<file path="config.mk">
export PLATFORM = sky130hd
export DESIGN_NAME = qte_sqrt_stage
export DESIGN_NICKNAME = d
export VERILOG_FILES = /design/src/hw/rtl/qte_pkg.sv /design/src/hw/rtl/qte_sqrt_stage.sv
export SDC_FILE = /design/constraint.sdc
export NUM_CORES = 1
export LEC_CHECK = 0
export BUFFER_PORTS_ARGS = -buffer_cell sky130_fd_sc_hd__buf_2
export CELL_PAD_IN_SITES_DETAIL_PLACEMENT = 1
export CELL_PAD_IN_SITES_GLOBAL_PLACEMENT = 1
export CORE_AREA = 2 2 231 233
export DETAILED_ROUTE_END_ITERATION = 8
export DIE_AREA = 0 0 233 235
export GPL_TIMING_DRIVEN = 0
export PLACE_DENSITY = 0.78
export SLEW_MARGIN = 20
export SYNTH_ARGS = -nofsm -noshare
export SYNTH_HDL_FRONTEND = slang
export SYNTH_SLANG_ARGS = --single-unit
</file>
<file path="constraint.sdc">
create_clock -name clk_i -period 17.8 [get_ports clk_i]
set_clock_uncertainty 0.2 [all_clocks]
set_input_delay 2.67 -clock clk_i [delete_from_list [all_inputs] [get_ports clk_i]]
set_output_delay 2.67 -clock clk_i [all_outputs]
set_load 0.01 [all_outputs]
</file>
<file path="src/hw/rtl/qte_pkg.sv">
// Shared types and constants for the quaternion to Euler angle pipeline.
package qte_pkg;

  localparam int unsigned CORDIC_STEPS_DEF = 16;
  localparam int unsigned CORDIC_STEPS_MAX = 24;
  localparam int unsigned SQRT_STAGES      = 31;
  localparam int unsigned FRONT_STAGES     = 3;

  localparam logic signed [33:0] ONE_Q30  = 34'sd1073741824;
  localparam logic signed [34:0] PI_Q30   = 35'sd3373259426;
  localparam logic signed [15:0] PI_Q13   = 16'sd25736;
  localparam logic signed [15:0] HPI_Q13  = 16'sd12868;

  // atan(2^-i) in Q.30
  localparam logic [29:0] ATAN_TAB [0:CORDIC_STEPS_MAX-1] = '{
    30'd843314857, 30'd497837829, 30'd263043837, 30'd133525159,
    30'd67021687,  30'd33543516,  30'd16775851,  30'd8388437,
    30'd4194283,   30'd2097149,   30'd1048576,   30'd524288,
    30'd262144,    30'd131072,    30'd65536,     30'd32768,
    30'd16384,     30'd8192,      30'd4096,      30'd2048,
    30'd1024,      30'd512,       30'd256,       30'd128
  };

  typedef struct packed {
    logic signed [33:0] rn;
    logic signed [33:0] rd;
    logic signed [33:0] yn;
    logic signed [33:0] yd;
    logic signed [31:0] pn;
    logic               sat;
  } args_t;

  typedef struct packed {
    logic signed [35:0] x;
    logic signed [35:0] y;
    logic signed [34:0] z;
    logic               zero;
  } cordic_t;

  typedef struct packed {
    cordic_t roll;
    cordic_t pitch;
    cordic_t yaw;
    logic    sat;
  } ang_t;

endpackage

</file>
<file path="src/hw/rtl/qte_sqrt_stage.sv">
// One digit step of the integer square root, arguments carried alongside.
module qte_sqrt_stage import qte_pkg::*; #(
  parameter int unsigned K = 0
) (
  input  logic        clk_i,
  input  logic        en_i,
  input  args_t       args_i,
  input  logic [61:0] rem_i,
  input  logic [61:0] root_i,
  output args_t       args_o,
  output logic [61:0] rem_o,
  output logic [61:0] root_o
);

  localparam logic [61:0] BitVal = 62'(1) << (2 * K);

  logic [61:0] trial, rem_d, root_d, rem_q, root_q;
  args_t       args_q;

  always_comb begin
    trial = root_i + BitVal;
    if (rem_i >= trial) begin
      rem_d  = rem_i - trial;
      root_d = (root_i >> 1) + BitVal;
    end else begin
      rem_d  = rem_i;
      root_d = root_i >> 1;
    end
  end

  always_ff @(posedge clk_i) begin
    if (en_i) begin
      args_q <= args_i;
      rem_q  <= rem_d;
      root_q <= root_d;
    end
  end

  assign args_o = args_q;
  assign rem_o  = rem_q;
  assign root_o = root_q;

endmodule

</file>
* After elaboration in Yosys (flattened, before gate mapping)
Cells that the tools add are included.
** Word-level totals
- Bits in registers :: 293
- Input bits :: 295
- Output and inout port bits :: 293
- Logic and storage cells :: 15
** Cells by class
- $add $sub $neg :: 3
- Order comparisons :: 1
- Multiplexer cells :: 2
** Operators with widths (number)
- $add A61 B1 Y62 const B :: 1
- $add A62 B1 Y62 const B :: 1
- $ge A62 B62 Y1 :: 1
- $mux W62 :: 1
- $sub A62 B62 Y62 :: 1
- $mux W61 :: 1

* Logic depth before layout (Yosys ltp)
- Depth in word-level cells :: 3
- Mapped depth :: 23
- Mapped depth without buffers :: 19

* Least setup slack after synthesis
No wires, ideal clock.
- Kind :: input to register
- Start :: input port root_i[1]
- End :: register root_q[44], in the netlist root_o[44], data pin
- Setup time :: 0.258 ns
- Data arrival time :: 7.016 ns
- Required time :: 17.342 ns
- Path slack :: 10.326 ns
- Stages :: 21
- Path buffers :: 2
- Cell sequence :: ha_1 -> nand3_1 -> nor2_2 -> nand3_1 -> nor4_2 -> nand3_1 -> nor4_2 -> nand4_1 -> xnor2_1 -> ha_1 -> a21o_1 -> a21o_1 -> a21o_1 -> a21o_1 -> a221o_1 -> a221oi_4 -> and2_1 -> buf_6 -> buf_6 -> nor2_1 -> xnor2_1
** Between the ends
- Longest elaborated chain between the ends :: 3
- Elaborated cells between the ends (all ways) :: 4
** RTL lines
- start: declaration :: line qte_sqrt_stage.sv:9 : input logic [61:0] root_i,
- $add A62 B1 Y62 :: line qte_sqrt_stage.sv:21 : trial = root_i + BitVal;
- $ge A62 B62 Y1 :: line qte_sqrt_stage.sv:22 : if (rem_i >= trial) begin
- $mux W61 (*) :: line qte_sqrt_stage.sv:22
- via root_d[44] :: line qte_sqrt_stage.sv:17 : logic [61:0] trial, rem_d, root_d, rem_q, root_q;
- end signal: assignment :: line qte_sqrt_stage.sv:35 : root_q <= root_d;
- end: declaration :: line qte_sqrt_stage.sv:17
Mark *: on every way through the listed nets, which the timed path passes. The rest lies on a longest branch.
A chain may end at the register's enable or synchronous reset.

* Worst setup path in the final report
- Start :: input port root_i[1]
- End :: register rem_q[19], in the netlist rem_o[19], data pin
** Between the ends
- Longest elaborated chain between the ends :: 3
- Elaborated cells between the ends (all ways) :: 4
** RTL lines
- $add A62 B1 Y62 (*) :: line qte_sqrt_stage.sv:21
- $sub A62 B62 Y62 / $ge A62 B62 Y1 (equally long branches) :: line qte_sqrt_stage.sv:23, qte_sqrt_stage.sv:22
- $mux W62 (*) :: line qte_sqrt_stage.sv:22
- via rem_d[19] :: line qte_sqrt_stage.sv:17
- end signal: assignment :: line qte_sqrt_stage.sv:34 : rem_q <= rem_d;
- end: declaration :: line qte_sqrt_stage.sv:17
Marks and branches as above.

==> impl_metrics.csv <==
group,metric,value,unit
logic_synthesis,synth.area.mux_share,0,
logic_synthesis,ys_ff_latch,293,
global_routing,grt_pass1_wl,106,mm
status,outcome,"finished clean",
sta,fin_crit_sh,0.527,
logic_synthesis,yosysWarningCount,0,
cts,cts_setup_buffers,0,
floorplanning,initial_core_util,0.303,
power,pwr-share-clk,0.381,
placed_design,dpl.hpwl,61.5,mm
global_routing,antenna_found_initial,10,
cts,cts_buffer_depth,3,
hold_path,worstHoldStart,"args_i[107]",
placed_design,gp_congestion,0.966,
logic_synthesis,synth_compound_area_frac,0.111,
logic_synthesis,async_flop_share,0,
cts,h-tree-depth,2,
run,maxCapViolations,0,
power,switchingPower,0.605,mW
floorplanning,die_area,54800,µm²
logic_synthesis,synth_xor_area_frac,0.0991,
sta,drv_slew,0,
cells_and_area,drive_above_1_share,0.333,
detailed_routing,vias,14366,
floorplanning,dieWidth,233,µm
logic_synthesis,synth_top_family_by_area,"simple AND/OR/NAND/NOR gates",
sta,fmax,107,MHz
sta,fin_setup_tns,0,ps
cts,cts.sinks,293,
detailed_routing,ant_nets,0,
sta,holdWs,2100,ps
logic_synthesis,synth-adder-area-share,0.0519,
power,p_leak,8.53,nW
cells_and_area,layout_commonest_cell,"buf_2",
floorplanning,core-area,52200,µm²
detailed_routing,drt_iter0_markers,1014,
power,seqPwrFrac,0.413,
setup_path,critPathCaptureType,"flip-flop",
sta,setup-violations-final,0,
logic_synthesis,synth_edf_count,293,
cells_and_area,utilization,0.400,
placed_design,post-place-ws,8020,ps
setup_path,cp-start-kind,"input pin",
power,p_comb_frac,0.206,
cts,cts_tree,"done",
sta,grt_setup_unrepaired,"false",
sta,setup_ws,8420,ps
cells_and_area,fin_nets,2392,
setup_path,crit_path_start,"root_i[1]",
floorplanning,ioPinCount,588,
sta,slew_headroom,0.159,
power,power.density,99.4,nW/µm²
sta,hold_violations,0,
power,switching_share,0.292,
global_routing,grt_max_degree,89,
global_routing,grt_pass1_vias,14984,
cts,clk_pin_slew,60,ps
placed_design,portBuffers,572,
detailed_routing,drc,0,
setup_path,critical_path_class,"input pin to flip-flop",
logic_synthesis,netlist_area,15800,µm²
logic_synthesis,syn_nets,1780,
cts,cts_resized,0,
detailed_routing,routed_via_density,5.22,
logic_synthesis,netlist_instances,1420,
logic_synthesis,synth.distinct_cells,71,
setup_path,crit_arrival,9420,ps
setup_path,cp_max_fo,10,
detailed_routing,dr.pass1.iters,7,
floorplanning,rows,84,
hold_path,hold_class,"input pin to flip-flop",
logic_synthesis,synth_ff_type,"edfxtp_1",
logic_synthesis,ys_seq_area_frac,0.557,
cts,cts_buffers,35,
global_routing,grt.total_usage,0.269,
cts,clock_tree.root_cell,"clkbuf_16",
setup_path,cp.required,17840,ps
detailed_routing,post_drt_wl_per_cell,27.4,µm
cells_and_area,final_cell_mix,"buf_2, edfxtp_1, a21oi_1, nand2_1, nor2_1",
global_routing,globalRoute.totalOverflow,0,
power,power.internal,1.47,mW
sta,worstMarginPinSlew,1260,ps
power,vdd_drop_max,0.0493,mV
detailed_routing,drt_wl_total,75.4,mm
sta,period_needed,9380,ps
cts,cts_hold_buf,0,
cells_and_area,area_growth,32.2,%
logic_synthesis,syn_area_per_cell,11.1,µm²
floorplanning,die_h,235,µm
logic_synthesis,synthSimpleGateAreaFrac,0.152,
power by group through the flow:
stage          Combinational [mW]  Sequential, mW  Clock, mW
6_report                    0.428           0.857      0.790
5_1_grt                     0.460           0.862      0.831
4_1_cts                     0.430           0.858      0.808
3_5_place_dp                0.427           0.871          0
3_3_place_gp                0.418           0.874          0
2_1_floorplan               0.174           0.903          0
metal layers:
| metal | up-vias | routed length, µm | share of wire | global-route usage |
|---|---|---|---|---|
| met5 | - | 75 | 0.0010 | 0 |
| met4 | 10 | 4190 | 0.056 | 0.139 |
| met3 | 152 | 4900 | 0.065 | 0.0511 |
| met2 | 618 | 38200 | 0.51 | 0.478 |
| met1 | 7125 | 28000 | 0.37 | 0.304 |
| li1 | 6461 | - | - | - |
worst max-delay path, cell delays in order:
cell and delay, ps:
buf_2 150, ha_1 310, nand3_1 210, nor2_2 280, nand3_1 290, nor4_4 760
nand3_1 280, nor4_2 660, nand2_1 140, xor2_1 230, ha_1 290, clkbuf_2 180
nand4_2 250, nor4b_2 460, a21oi_1 110, o21ai_0 160, a21bo_2 220, o2111ai_2 260
nand2_2 340, buf_2 440, clkbuf_1 500, a21oi_1 210
synth_stat cells (7+ instances only):
library cell / count / share of area
ha_1: 64 / 0.051
or3_1: 9 / 0.0036
inv_1: 31 / 0.0074
nand4_1: 54 / 0.021
buf_4: 7 / 0.0033
clkbuf_1: 34 / 0.0081
o21bai_1: 16 / 0.0076
xor2_1: 75 / 0.042
nand2_1: 134 / 0.032
nor3_1: 32 / 0.010
nor2_1: 123 / 0.029
o21ai_1: 10 / 0.0032
o21ai_0: 39 / 0.012
and3_1: 24 / 0.0095
xnor2_1: 102 / 0.057
nand3_1: 58 / 0.018
edfxtp_1: 293 / 0.56
a31oi_1: 8 / 0.0032
and2_1: 11 / 0.0044
a21oi_1: 138 / 0.044
a21o_1: 33 / 0.016
nor4_1: 11 / 0.0044
buf_2: 21 / 0.0066
stage by stage:
stage          instance area [µm²]  std cells  total power, mW
2_1_floorplan                15800       1420             1.08
3_3_place_gp                 19500       2680             1.29
3_5_place_dp                 19600       2683             1.30
4_1_cts                      20900       2746             2.10
5_1_grt                      20900       2748             2.15
6_report                     20900       2752             2.08
kinds of logic (layout without fill, tap and decap cells):
kind of cell,after synthesis,after routing
flip-flops,293,293
other,0,6
AO/OA/AOI/OAI,289,289
XOR/XNOR,178,178
buffers and inverters,102,740
AND/OR/NAND/NOR,493,493
adder cells (fa/ha/maj),65,65
flip-flops by register name (all words and copies together) (netlist names):
register  count
rem_o        62
root_o       62
args_o      169
final cells by class:
cell class                 count  area, µm²
tap                          688        861
antenna                        6       15.0
sequential                   293       8800
clock inverter                20        337
fill                        6034      31300
buffer                        71        340
clock buffer                  43        906
inverter                      31        116
multi-input combinational   1025       6560
timing repair buffer         575       2960
final timing paths:
| path | endpoint | cells after the start |
|---|---|---|
| hold / removal | args_o[107]$_DFFE_PP_ | 1 |
| setup / recovery | rem_o[19]$_DFFE_PP_ | 22 |
(Power assumes the default switching activity.)
