==> config.mk <==
export PLATFORM = sky130hd
export DESIGN_NAME = qte_prep
export DESIGN_NICKNAME = d
export VERILOG_FILES = /design/src/hw/rtl/qte_pkg.sv /design/src/hw/rtl/qte_prep.sv
export SDC_FILE = /design/constraint.sdc
export NUM_CORES = 1
export LEC_CHECK = 0
export ABC_CLOCK_PERIOD_IN_PS = 2900
export BUFFER_PORTS_ARGS = -buffer_cell sky130_fd_sc_hd__buf_4
export CAP_MARGIN = 30
export CORE_AREA = 2 2 218 220
export CTS_CLUSTER_DIAMETER = 120
export DETAILED_ROUTE_END_ITERATION = 10
export DIE_AREA = 0 0 220 222
export MAX_ROUTING_LAYER = met4
export SLEW_MARGIN = 15
export SYNTH_ARGS = -nofsm -noshare
export SYNTH_HDL_FRONTEND = slang
export SYNTH_SLANG_ARGS = --single-unit
==> constraint.sdc <==
create_clock -name clk_i -period 2.9 [get_ports clk_i]
set_clock_uncertainty 0.1 [all_clocks]
set_input_delay 0.29 -clock clk_i [delete_from_list [all_inputs] [get_ports clk_i]]
set_output_delay 0.29 -clock clk_i [all_outputs]
set_load 0.01 [all_outputs]
==> src/hw/rtl/qte_pkg.sv <==
// Shared types and constants for the quaternion to Euler angle pipeline.
package qte_pkg;

  localparam int unsigned CORDIC_STEPS_DEF = 16;
  localparam int unsigned CORDIC_STEPS_MAX = 24;
  localparam int unsigned SQRT_STAGES      = 31;
  localparam int unsigned FRONT_STAGES     = 3;

  localparam logic signed [33:0] ONE_Q30  = 34'sd1073741824;
  localparam logic signed [34:0] PI_Q30   = 35'sd3373259426;
  localparam logic signed [15:0] PI_Q13   = 16'sd25736;
  localparam logic signed [15:0] HPI_Q13  = 16'sd12868;

  // atan(2^-i) in Q.30
  localparam logic [29:0] ATAN_TAB [0:CORDIC_STEPS_MAX-1] = '{
    30'd843314857, 30'd497837829, 30'd263043837, 30'd133525159,
    30'd67021687,  30'd33543516,  30'd16775851,  30'd8388437,
    30'd4194283,   30'd2097149,   30'd1048576,   30'd524288,
    30'd262144,    30'd131072,    30'd65536,     30'd32768,
    30'd16384,     30'd8192,      30'd4096,      30'd2048,
    30'd1024,      30'd512,       30'd256,       30'd128
  };

  typedef struct packed {
    logic signed [33:0] rn;
    logic signed [33:0] rd;
    logic signed [33:0] yn;
    logic signed [33:0] yd;
    logic signed [31:0] pn;
    logic               sat;
  } args_t;

  typedef struct packed {
    logic signed [35:0] x;
    logic signed [35:0] y;
    logic signed [34:0] z;
    logic               zero;
  } cordic_t;

  typedef struct packed {
    cordic_t roll;
    cordic_t pitch;
    cordic_t yaw;
    logic    sat;
  } ang_t;

endpackage

==> src/hw/rtl/qte_prep.sv <==
// Quadrant fold and zero detect ahead of the three vectoring units.
module qte_prep import qte_pkg::*; (
  input  logic        clk_i,
  input  logic        en_i,
  input  args_t       args_i,
  input  logic [61:0] root_i,
  output ang_t        ang_o
);

  ang_t ang_d, ang_q;

  function automatic cordic_t fold(logic signed [35:0] y, logic signed [35:0] x);
    cordic_t c;
    c.zero = (x == '0) && (y == '0);
    c.x    = x;
    c.y    = y;
    c.z    = '0;
    if (x[35]) begin
      c.x = -x;
      c.y = -y;
      c.z = y[35] ? -PI_Q30 : PI_Q30;
    end
    return c;
  endfunction

  always_comb begin
    ang_d.roll  = fold(36'(args_i.rn), 36'(args_i.rd));
    ang_d.pitch = fold(36'(args_i.pn), 36'(root_i[31:0]));
    ang_d.yaw   = fold(36'(args_i.yn), 36'(args_i.yd));
    ang_d.sat   = args_i.sat;
  end

  always_ff @(posedge clk_i) begin
    if (en_i) begin
      ang_q <= ang_d;
    end
  end

  assign ang_o = ang_q;

endmodule

Yosys cells after proc, flatten, opt, wreduce, memory -nomap -nowiden
Index checks and enable logic that the tools add are counted.
{ "word_totals": {"ff_bits": 282, "input_bits": 233, "word_cells": 31} }
{ "classes": {"addsub": 4, "mux": 4, "n_reduce_logical": 9} }
{ "ops": {"columns": ["op", "count"], "rows": [
  ["104-bit two-way mux", 2],
  ["36-bit logical NOT", 5],
  ["34-bit negation with 36-bit output", 4],
  ["35-bit two-way mux", 2],
  ["32-bit logical NOT", 1],
  ["1-bit logical AND", 3]
]} }

Logic depth before layout (Yosys ltp)
Gate-level depths: netlist (run 1).
{ "logic_depth": {"depth_word": 2, "ltp_mapped": 7} }

Worst setup path after synthesis (run 1)
No wires, ideal clock.
{ "synth_timing": {"path_kind": "in2reg", "from": "input port args_i[68] in the netlist's numbering", "to": "register ang_q, in the netlist ang_o[69] (data pin)", "t_arrival_ps": 2205, "path_stages": 7, "path_buffers": 0, "setup_slack_ps": 333, "setup_time_ps": 262, "path_cell_list": "inv_1 ha_1 or4b_2 nor4_1 nand4_1 o31ai_1 xnor2_1"} }
{ "synth_rtl": {"columns": ["item", "line", "text"], "rows": [
  ["from (decl)", "qte_prep.sv:5", "input args_t args_i,"],
  ["to (signal assigned)", "qte_prep.sv:35", "ang_q <= ang_d;"],
  ["to (decl)", "qte_prep.sv:10", "ang_t ang_d, ang_q;"]
]} }

==> impl_metrics.ini, run 1 <==
[clocking]
cts.sinks = 218
cts_root_buf = clkbuf_16
cts_tree = done
htreeDepth = 1
numCtsBuffers = 26
clk_pin_slew_ns = 0.06
clk_path_buf_depth = 3
post_cts_buffers = 0

[timing]
slew_headroom_pct = 54.8
slew_viol_final = 0
period_needed_ns = 2.82
finalSetupViolCount = 0
setup_tns_ns = 0
rsz0062_at_grt = no
max_freq_ghz = 0.355
worstMarginPinSlew_ns = 0.678
period_share_pct = 97.2
setup_slack_ns = 0.0817
hold_viol = 0

[final_layout]
seqCellArea_um2 = 6550
area_delta_synth_final_pct = 63.9
finalNetCount = 1659
largest_register_ffs = 218
multiInputGateArea_um2 = 3150
drive_gt1_share_pct = 38.8
post-route-util_pct = 37.0
fillerInstances = 4457
fin_cells = 2054

[routing]
drc = 0
drtAntennaViolNets = 0
dr_total_vias = 8522
wl_um = 34900
post_drt_wl_per_cell_um = 17.0
drtIter0Drc = 365
vias_per_cell = 4.15
drtPass1Iterations = 5

[synth]
synth-edff-count = 218
yosysTopAreaCell = edfxtp_1
netlist_instances = 788
ys_ff_latch = 218
yosys-top-cells-count = 218 x edfxtp_1, 126 x xnor2_1, 107 x buf_4
synth_area_per_cell_um2 = 13.2
ys.flop_type = edfxtp_1
syn_area_um2 = 10400
yosysMostFrequentCell = edfxtp_1
synth_top_area_share_pct = 62.7
ys_types = 32
synthArstFlopShare_pct = 0
synth.yosys.seq_area_share_pct = 62.7
ys_warn_count = 0
synthTopCellsByArea = edfxtp_1 63%, xnor2_1 11%, buf_4 7.7%, o31ai_1 2.9%, o21ai_0 2.3%

[hold_path]
worstHoldStart = args_i[126]
min_path_type = primary input to flop
min_path_cells = 2
worstHoldEndpoint = ang_o[314]$_DFFE_PP_

[critical_path]
path_max_fanout = 8
arrival_ns = 3.00
crit_type = primary input to flop
crit_required_ns = 3.08
crit_path_end_kind = flop
cp-start-kind = primary input

[floorplan]
core_area_um2 = 46300
num_io_pins = 558
die-area_um2 = 48800
row_count = 79
die_w_um = 220
die_y_um = 222
start_util_pct = 22.6

[placement]
place.gp.congestion = 0.843
pre_cts_ws_ns = -0.0547
hpwlAfterDp_um = 26200
port_buffers = 486
place_inst = 1808

[global_routing]
antenna_found_initial = 6
gr-usage-all-layers_pct = 13.7
overflow = 0
grt_max_degree = 74
grt_pass1_wl_um = 50200
grt_pass1_vias = 8559

[run_status]
status = complete, no violations

[power]
irDropWorstVdd_v = 0.000420
leakagePower_nw = 6.68
power_density_nw_per_um2 = 534

[flow_run]
max_cap_violations = 0
==> layout by cell type, fill, tap and decap left out, types with 9 or more instances in the layout <==
master,n
or4_1,16
nand2_1,48
o41ai_1,15
xnor2_1,126
nor2_1,16
nor4_1,32
nor3_1,10
dlygate4sd3_1,193
nand2b_1,11
or2_2,10
clkbuf_16,27
edfxtp_1,218
conb_1,45
buf_4,494
o21ai_0,48
o31ai_1,40
or3_1,20
inv_1,9
==> logic make-up after synthesis <==
logic type	share of synthesized area [%]
flops	62.7
simple gates	10.7
buf+inv	8.83
xor+xnor	10.6
compound gates	6.68
fa+ha+maj	0.479
other cells	0.0359
==> per-stage QoR <==
step                area, µm²  hold slack, ns  total power, mW
floorplan               10600           0.289             4.63
global placement        14300           0.372             5.53
detailed placement      14300           0.375             5.55
CTS                     17100         0.00433             9.27
global route            17100          0.0209             9.53
finish                  17100          0.0386             9.14
==> worst max path at each step <==
stage / startpoint / end / slack, ns
2_1_floorplan: args_i[68] / ang_o[69]$_DFFE_PP_ / 0.33
3_3_place_gp: args_i[101] / ang_o[217]$_DFFE_PP_ / -0.05
3_5_place_dp: args_i[101] / ang_o[313]$_DFFE_PP_ / -0.05
4_1_cts: args_i[106] / ang_o[313]$_DFFE_PP_ / 0.03
5_1_grt: args_i[47] / ang_o[104]$_DFFE_PP_ / 0.02
6_report: args_i[39] / ang_o[102]$_DFFE_PP_ / 0.08
==> worst max-delay path, cell delays in order <==
cell,delay [ns]
dlygate4sd3_1,0.53
buf_4,0.15
or4_4,0.53
or2_2,0.30
or4_1,0.71
o31ai_1,0.37
xnor2_1,0.11
==> layout make-up <==
type	instances	share of cell area, %
Antenna cell	6	0.0877
Clock buffer	30	4.01
Clock inverter	17	1.22
Inverter	9	0.197
Multi-Input combinational cell	476	18.4
Sequential cell	218	38.3
Tap cell	607	4.44
Timing Repair Buffer	691	33.4
==> where the power goes <==
part	internal [mW]	total (mW)	switching (mW)
sequential	3.83	3.95	0.117
combinational	0.941	1.75	0.808
clock	2.13	3.45	1.32
total	6.90	9.14	2.24
==> routing by layer <==
metal,global-route usage (%),wire length [µm],vias up
li1,-,-,4076
met1,15.2,13500,4021
met2,23.6,17500,357
met3,3.17,2600,68
met4,5.63,1270,0
met5,-,0,-
==> timing repair <==
item,4_1_cts,5_1_grt
hold endpoints to repair,200,0
gates resized for setup,0,2
setup endpoints to repair,0,6
hold buffers,193,0
(Power assumes the default switching activity.)
==> run 2: changes to the inputs <==
--- a/config.mk
+++ b/config.mk
@@ -9,10 +9,10 @@
 export BUFFER_PORTS_ARGS = -buffer_cell sky130_fd_sc_hd__buf_4
 export CAP_MARGIN = 30
 export CORE_AREA = 2 2 218 220
-export CTS_CLUSTER_DIAMETER = 120
 export DETAILED_ROUTE_END_ITERATION = 10
 export DIE_AREA = 0 0 220 222
 export MAX_ROUTING_LAYER = met4
+export RECOVER_POWER = 100
 export SLEW_MARGIN = 15
 export SYNTH_ARGS = -nofsm -noshare
 export SYNTH_HDL_FRONTEND = slang
==> run 2 against run 1 <==
  * The run now ends with max-capacitance violations, max-slew violations left
  * Clock power is essentially flat
  * Cell count did not move
  * First-iteration DRC count down 6.0%
  * Critical path depth unchanged
  * Core utilization decreased by 3.0 points
  * Worst setup slack improved by 0.0014 ns
  * Design area down 8.0%
==> impl_metrics.ini, run 2 (synthesized netlist as in run 1, its figures left out) <==
[run_status]
status = complete, but fails checks
violations = max-capacitance violations, max-slew violations

[routing]
drtIter0Drc = 343
drc = 0
post_drt_wl_per_cell_um = 17.0
wl_met2_um = 17400
wl_um = 34900
dr_total_vias = 8541
wl_met1_um = 13400
top_layer = met4
drtPass1Iterations = 5
wl_met3_um = 2810
vias_per_cell = 4.16
drtAntennaViolNets = 0

[power]
combPwrFrac_pct = 16.2
leakagePower_nw = 5.39
clkPwrFrac_pct = 39.0
power.switching_mw = 2.22
total_power_mw = 8.80
seqPwrFrac_pct = 44.8
power_density_nw_per_um2 = 559
irDropWorstVdd_v = 0.000417
p_int_mw = 6.58
p_sw_share_pct = 25.3

[timing]
period_needed_ns = 2.82
max_freq_ghz = 0.355
finalSetupViolCount = 0
rsz0062_at_grt = no
hold_viol = 0
slew_headroom_pct = -51.3
worstMarginPinSlew_ns = 2.27
period_share_pct = 97.1
slew_viol_final = 53

[final_layout]
fin_cells = 2054
drive_gt1_share_pct = 14.5
largest_register_ffs = 218
area_delta_synth_final_pct = 50.8
multiInputGateArea_um2 = 3140
finalNetCount = 1659
final_common_cell = clkbuf_1
final_cell_mix = 351 x clkbuf_1, 218 x edfxtp_1, 193 x dlygate4sd3_1
fillerInstances = 4825
seqCellArea_um2 = 6550

[critical_path]
crit_buf_inv = 2
crit_type = primary input to flop
arrival_ns = 3.00
crit_required_ns = 3.08
path_cells = dlygate4sd3_1, clkbuf_1, or4_4, or2_2, or4_1, o31ai_1, xnor2_1
cp_slowest_cell = or4_1
cp-start-kind = primary input
path_max_fanout = 8
crit_path_end_kind = flop
path_delay_family = simple AND/OR/NAND/NOR gates
slowest_delay_ns = 0.71

[global_routing]
grt_max_degree = 74
antenna_found_initial = 6
gr-usage-all-layers_pct = 13.7
overflow = 0
grt_pass1_wl_um = 50200
grt_pass1_vias = 8559

[placement]
place_inst = 1808
hpwlAfterDp_um = 26200
place.gp.congestion = 0.843
port_buffers = 486

[clocking]
clk_pin_slew_ns = 0.06
numCtsBuffers = 26
cts.sinks = 218
cts_tree = done
cts_root_buf = clkbuf_16
clk_path_buf_depth = 3
htreeDepth = 1

[flow_run]
max_cap_violations = 1

[floorplan]
die_y_um = 222
start_util_pct = 22.6
row_count = 79
die-area_um2 = 48800
die_w_um = 220
num_io_pins = 558
core_area_um2 = 46300

[hold_path]
min_path_type = primary input to flop
## run 2: changes by cell type in the layout (fill, tap and decap cells not counted), sizes merged
cell	before	now
clkbuf	31	403
buf	497	125
## run 2: path summary, 6_finish.rpt
| path | from | to | slack, ns | depth (start not counted) |
|---|---|---|---|---|
| worst min-delay path | args_i[126] | ang_o[314]$_DFFE_PP_ | 0.03 | 2 |
| worst max-delay path | args_i[39] | ang_o[102]$_DFFE_PP_ | 0.08 | 7 |
## run 2: area by class of cell
class,instances,area share (%)
clock buffer,30,4.36
antenna,6,0.0954
sequential,218,41.6
multi-input combinational,476,19.9
tap,607,4.82
inverter,9,0.215
timing repair buffer,691,27.7
clock inverter,17,1.33
## run 2: power by group through the flow
stage,registers [mW],clock network [mW],logic (mW)
2_1_floorplan,4.15,0,0.477
3_3_place_gp,4.01,0,1.52
3_5_place_dp,4.01,0,1.54
4_1_cts,3.95,3.56,1.76
5_1_grt,3.97,3.69,1.54
6_report,3.94,3.44,1.43
## run 2: routing by layer
metal	track usage, %	vias up
met5	-	-
met4	5.63	0
met3	3.17	67
met2	23.6	362
met1	15.2	4022
li1	-	4090
## run 2: timing repair
action,4_1_cts,5_1_grt
hold buffers,193,0
setup buffers,0,0
setup endpoints to repair,0,6
hold endpoints to repair,200,0
gates resized for setup,0,2
## run 2: stage by stage
step / area [µm²] / setup slack (ns) / hold WS, ns / setup TNS [ns] / util [%]
after floorplan: 10600 / 0.333 / 0.289 / 0 / -
after global placement: 14300 / -0.0458 / 0.372 / -0.0648 / 30.8
after detailed placement: 14300 / -0.0547 / 0.375 / -0.0932 / 30.8
after CTS: 17100 / 0.0338 / 0.00433 / 0 / 36.9
after global routing: 15700 / 0.0229 / 0.0180 / 0 / 34.0
final: 15700 / 0.0831 / 0.0292 / 0 / 34.0
==> run 3: changes to the inputs <==
--- a/config.mk
+++ b/config.mk
@@ -8,11 +8,14 @@
 export ABC_CLOCK_PERIOD_IN_PS = 2900
 export BUFFER_PORTS_ARGS = -buffer_cell sky130_fd_sc_hd__buf_4
 export CAP_MARGIN = 30
-export CORE_AREA = 2 2 218 220
+export CORE_AREA = 2 2 216 218
+export CTS_BUF_LIST = sky130_fd_sc_hd__clkbuf_8
 export DETAILED_ROUTE_END_ITERATION = 10
-export DIE_AREA = 0 0 220 222
+export DIE_AREA = 0 0 218 220
+export GPL_TIMING_DRIVEN = 0
 export MAX_ROUTING_LAYER = met4
 export RECOVER_POWER = 100
+export SETUP_SLACK_MARGIN = 0.15
 export SLEW_MARGIN = 15
 export SYNTH_ARGS = -nofsm -noshare
 export SYNTH_HDL_FRONTEND = slang
==> run 3 against run 2 <==
  * The run now ends clean
  * Worst hold slack improved by 0.043 ns
  * Via count rose by 10%
  * Clock power decreased by 15%
  * Sequential share of layout area is 3.2 points lower
  * Die area is 1.8% lower
  * Worst setup slack got worse by 0.0085 ns
  * Count of clock-buffer cells in the layout is 11 higher
  * Flip-flop and latch count did not move
  * Largest cell class unchanged
==> impl_metrics.ini, run 3 (synthesized netlist as in run 1, its figures left out) <==
[routing]
post_drt_wl_per_cell_um = 17.7
drc = 0
dr_total_vias = 9416
drtAntennaViolNets = 0
wl_met1_um = 14700
drtPass1Iterations = 5
wl_um = 39200
drtIter0Drc = 466
wl_met3_um = 3130
top_layer = met4
wl_met2_um = 19800
vias_per_cell = 4.24

[clocking]
clk_pin_slew_ns = 0.06
cts_tree = done
cts_root_buf = clkbuf_8
numCtsBuffers = 41
clk_path_buf_depth = 3
cts.sinks = 218
htreeDepth = 2

[power]
clkPwrFrac_pct = 34.2
p_int_mw = 6.24
power_density_nw_per_um2 = 503
seqPwrFrac_pct = 45.9
power.switching_mw = 2.33
leakagePower_nw = 6.30
irDropWorstVdd_v = 0.000249
combPwrFrac_pct = 19.9
p_sw_share_pct = 27.2

[run_status]
status = complete, no violations

[timing]
finalSetupViolCount = 0
worstMarginPinSlew_ns = 1.33
period_needed_ns = 2.83
slew_headroom_pct = 11.0
rsz0062_at_grt = yes
setup_slack_ns = 0.0746
period_share_pct = 97.4
hold_viol = 0
slew_viol_final = 0
max_freq_ghz = 0.354

[critical_path]
slowest_delay_ns = 0.57
path_delay_family = buffers and inverters
crit_path_end_kind = flop
crit_buf_inv = 4
path_max_fanout = 7
cp-start-kind = primary input
cp_slowest_cell = dlygate4sd3_1
crit_required_ns = 3.12
path_cells = dlygate4sd3_1, clkbuf_1, or4_4, or4_1, buf_2, o31ai_2, xnor2_1, dlygate4sd3_1
crit_type = primary input to flop
arrival_ns = 3.04
cp_common_cell = dlygate4sd3_1

[global_routing]
overflow = 0
antenna_found_initial = 7
grt_max_degree = 87
grt_pass1_vias = 9368
grt_pass1_wl_um = 55400
gr-usage-all-layers_pct = 15.7

[floorplan]
start_util_pct = 22.8
die_w_um = 218
die_y_um = 220
row_count = 79
core_area_um2 = 45900
die-area_um2 = 48000
num_io_pins = 558

[final_layout]
largest_register_ffs = 218
drive_gt1_share_pct = 25.8
finalNetCount = 1815
final_common_cell = clkbuf_1
final_cell_mix = 282 x clkbuf_1, 228 x buf_4, 218 x edfxtp_1
area_delta_synth_final_pct = 63.3
fin_cells = 2220

[placement]
place.gp.congestion = 0.881
hpwlAfterDp_um = 28700
place_inst = 1928
pre_cts_ws_ns = -0.228
port_buffers = 486

[hold_path]
min_path_type = primary input to flop
worstHoldEndpoint = ang_o[51]$_DFFE_PP_
min_path_cells = 3
worstHoldStart = args_i[80]

[flow_run]
max_cap_violations = 0
-- run 3: changes by cell type in the layout (fill, tap and decap cells not counted), moves of 3 or more --
cell           before  now
clkbuf_16          27    0
o31ai_2             0    3
buf_4             125  228
clkinv_1            6   11
clkbuf_2            4    1
clkbuf_1          351  282
dlygate4sd3_1     193  213
clkbuf_4           21  103
inv_1               9   17
clkbuf_8            0   41
o31ai_1            40   37
-- run 3: cell type report --
class | count | area [µm²]
antenna | 7 | 17.5
tap | 607 | 759
sequential | 218 | 6550
fill | 4704 | 28800
clock inverter | 30 | 209
timing repair buffer | 703 | 4860
inverter | 9 | 33.8
multi-input combinational | 476 | 3170
buffer | 129 | 888
clock buffer | 41 | 564
-- run 3: worst max path at each step --
| stage | slack (ns) | cells after the start | startpoint | end |
|---|---|---|---|---|
| finish | 0.07 | 8 | args_i[137] | ang_o[264]$_DFFE_PP_ |
| CTS | 0.15 | 9 | args_i[81] | ang_o[66]$_DFFE_PP_ |
| detailed placement | -0.23 | 8 | args_i[101] | ang_o[313]$_DFFE_PP_ |
| global route | 0.03 | 8 | args_i[137] | ang_o[264]$_DFFE_PP_ |
| floorplan | 0.33 | 7 | args_i[68] | ang_o[69]$_DFFE_PP_ |
| global placement | -0.42 | 8 | args_i[68] | ang_o[69]$_DFFE_PP_ |
-- run 3: power by group through the flow --
stage,sequential [mW],combinational (mW),clock (mW)
4_1_cts,3.95,1.97,3.03
2_1_floorplan,4.15,0.477,0
3_5_place_dp,4.00,1.71,0
6_report,3.94,1.70,2.93
3_3_place_gp,4.01,1.69,0
5_1_grt,3.96,1.83,3.17
-- run 3: what timing repair did --
item | 4_1_cts | 5_1_grt
hold buffers | 213 | 0
endpoints found under the setup margin | 0 | 19
hold endpoints to repair | 221 | 0
resized for setup | 0 | 12
buffers inserted | 0 | 1
-- run 3: worst min-delay path: cells and delay by family --
family / cells / cell delay [ns]
buf+inv: 1 / 0.10
compound gates: 1 / 0.10
xor+xnor: 1 / 0.14
-- run 3: stage by stage --
| step | hold slack, ns | instance area [µm²] | TNS [ns] | utilization [%] | power, mW |
|---|---|---|---|---|---|
| 2_1_floorplan | 0.289 | 10600 | 0 | - | 4.63 |
| 3_3_place_gp | 0.369 | 15000 | -15.77 | 32.7 | 5.69 |
| 3_5_place_dp | 0.370 | 15100 | -1.44 | 32.9 | 5.72 |
| 4_1_cts | 0.000770 | 18000 | 0 | 39.2 | 8.94 |
| 5_1_grt | 0.0327 | 17100 | 0 | 37.2 | 8.97 |
| 6_report | 0.0726 | 17100 | 0 | 37.2 | 8.57 |
-- run 3: layer usage --
layer	vias to the layer above	global-route usage [%]
met2	450	26.8
met5	-	-
met3	99	4.35
met1	4466	17.0
met4	0	7.37
li1	4401	-
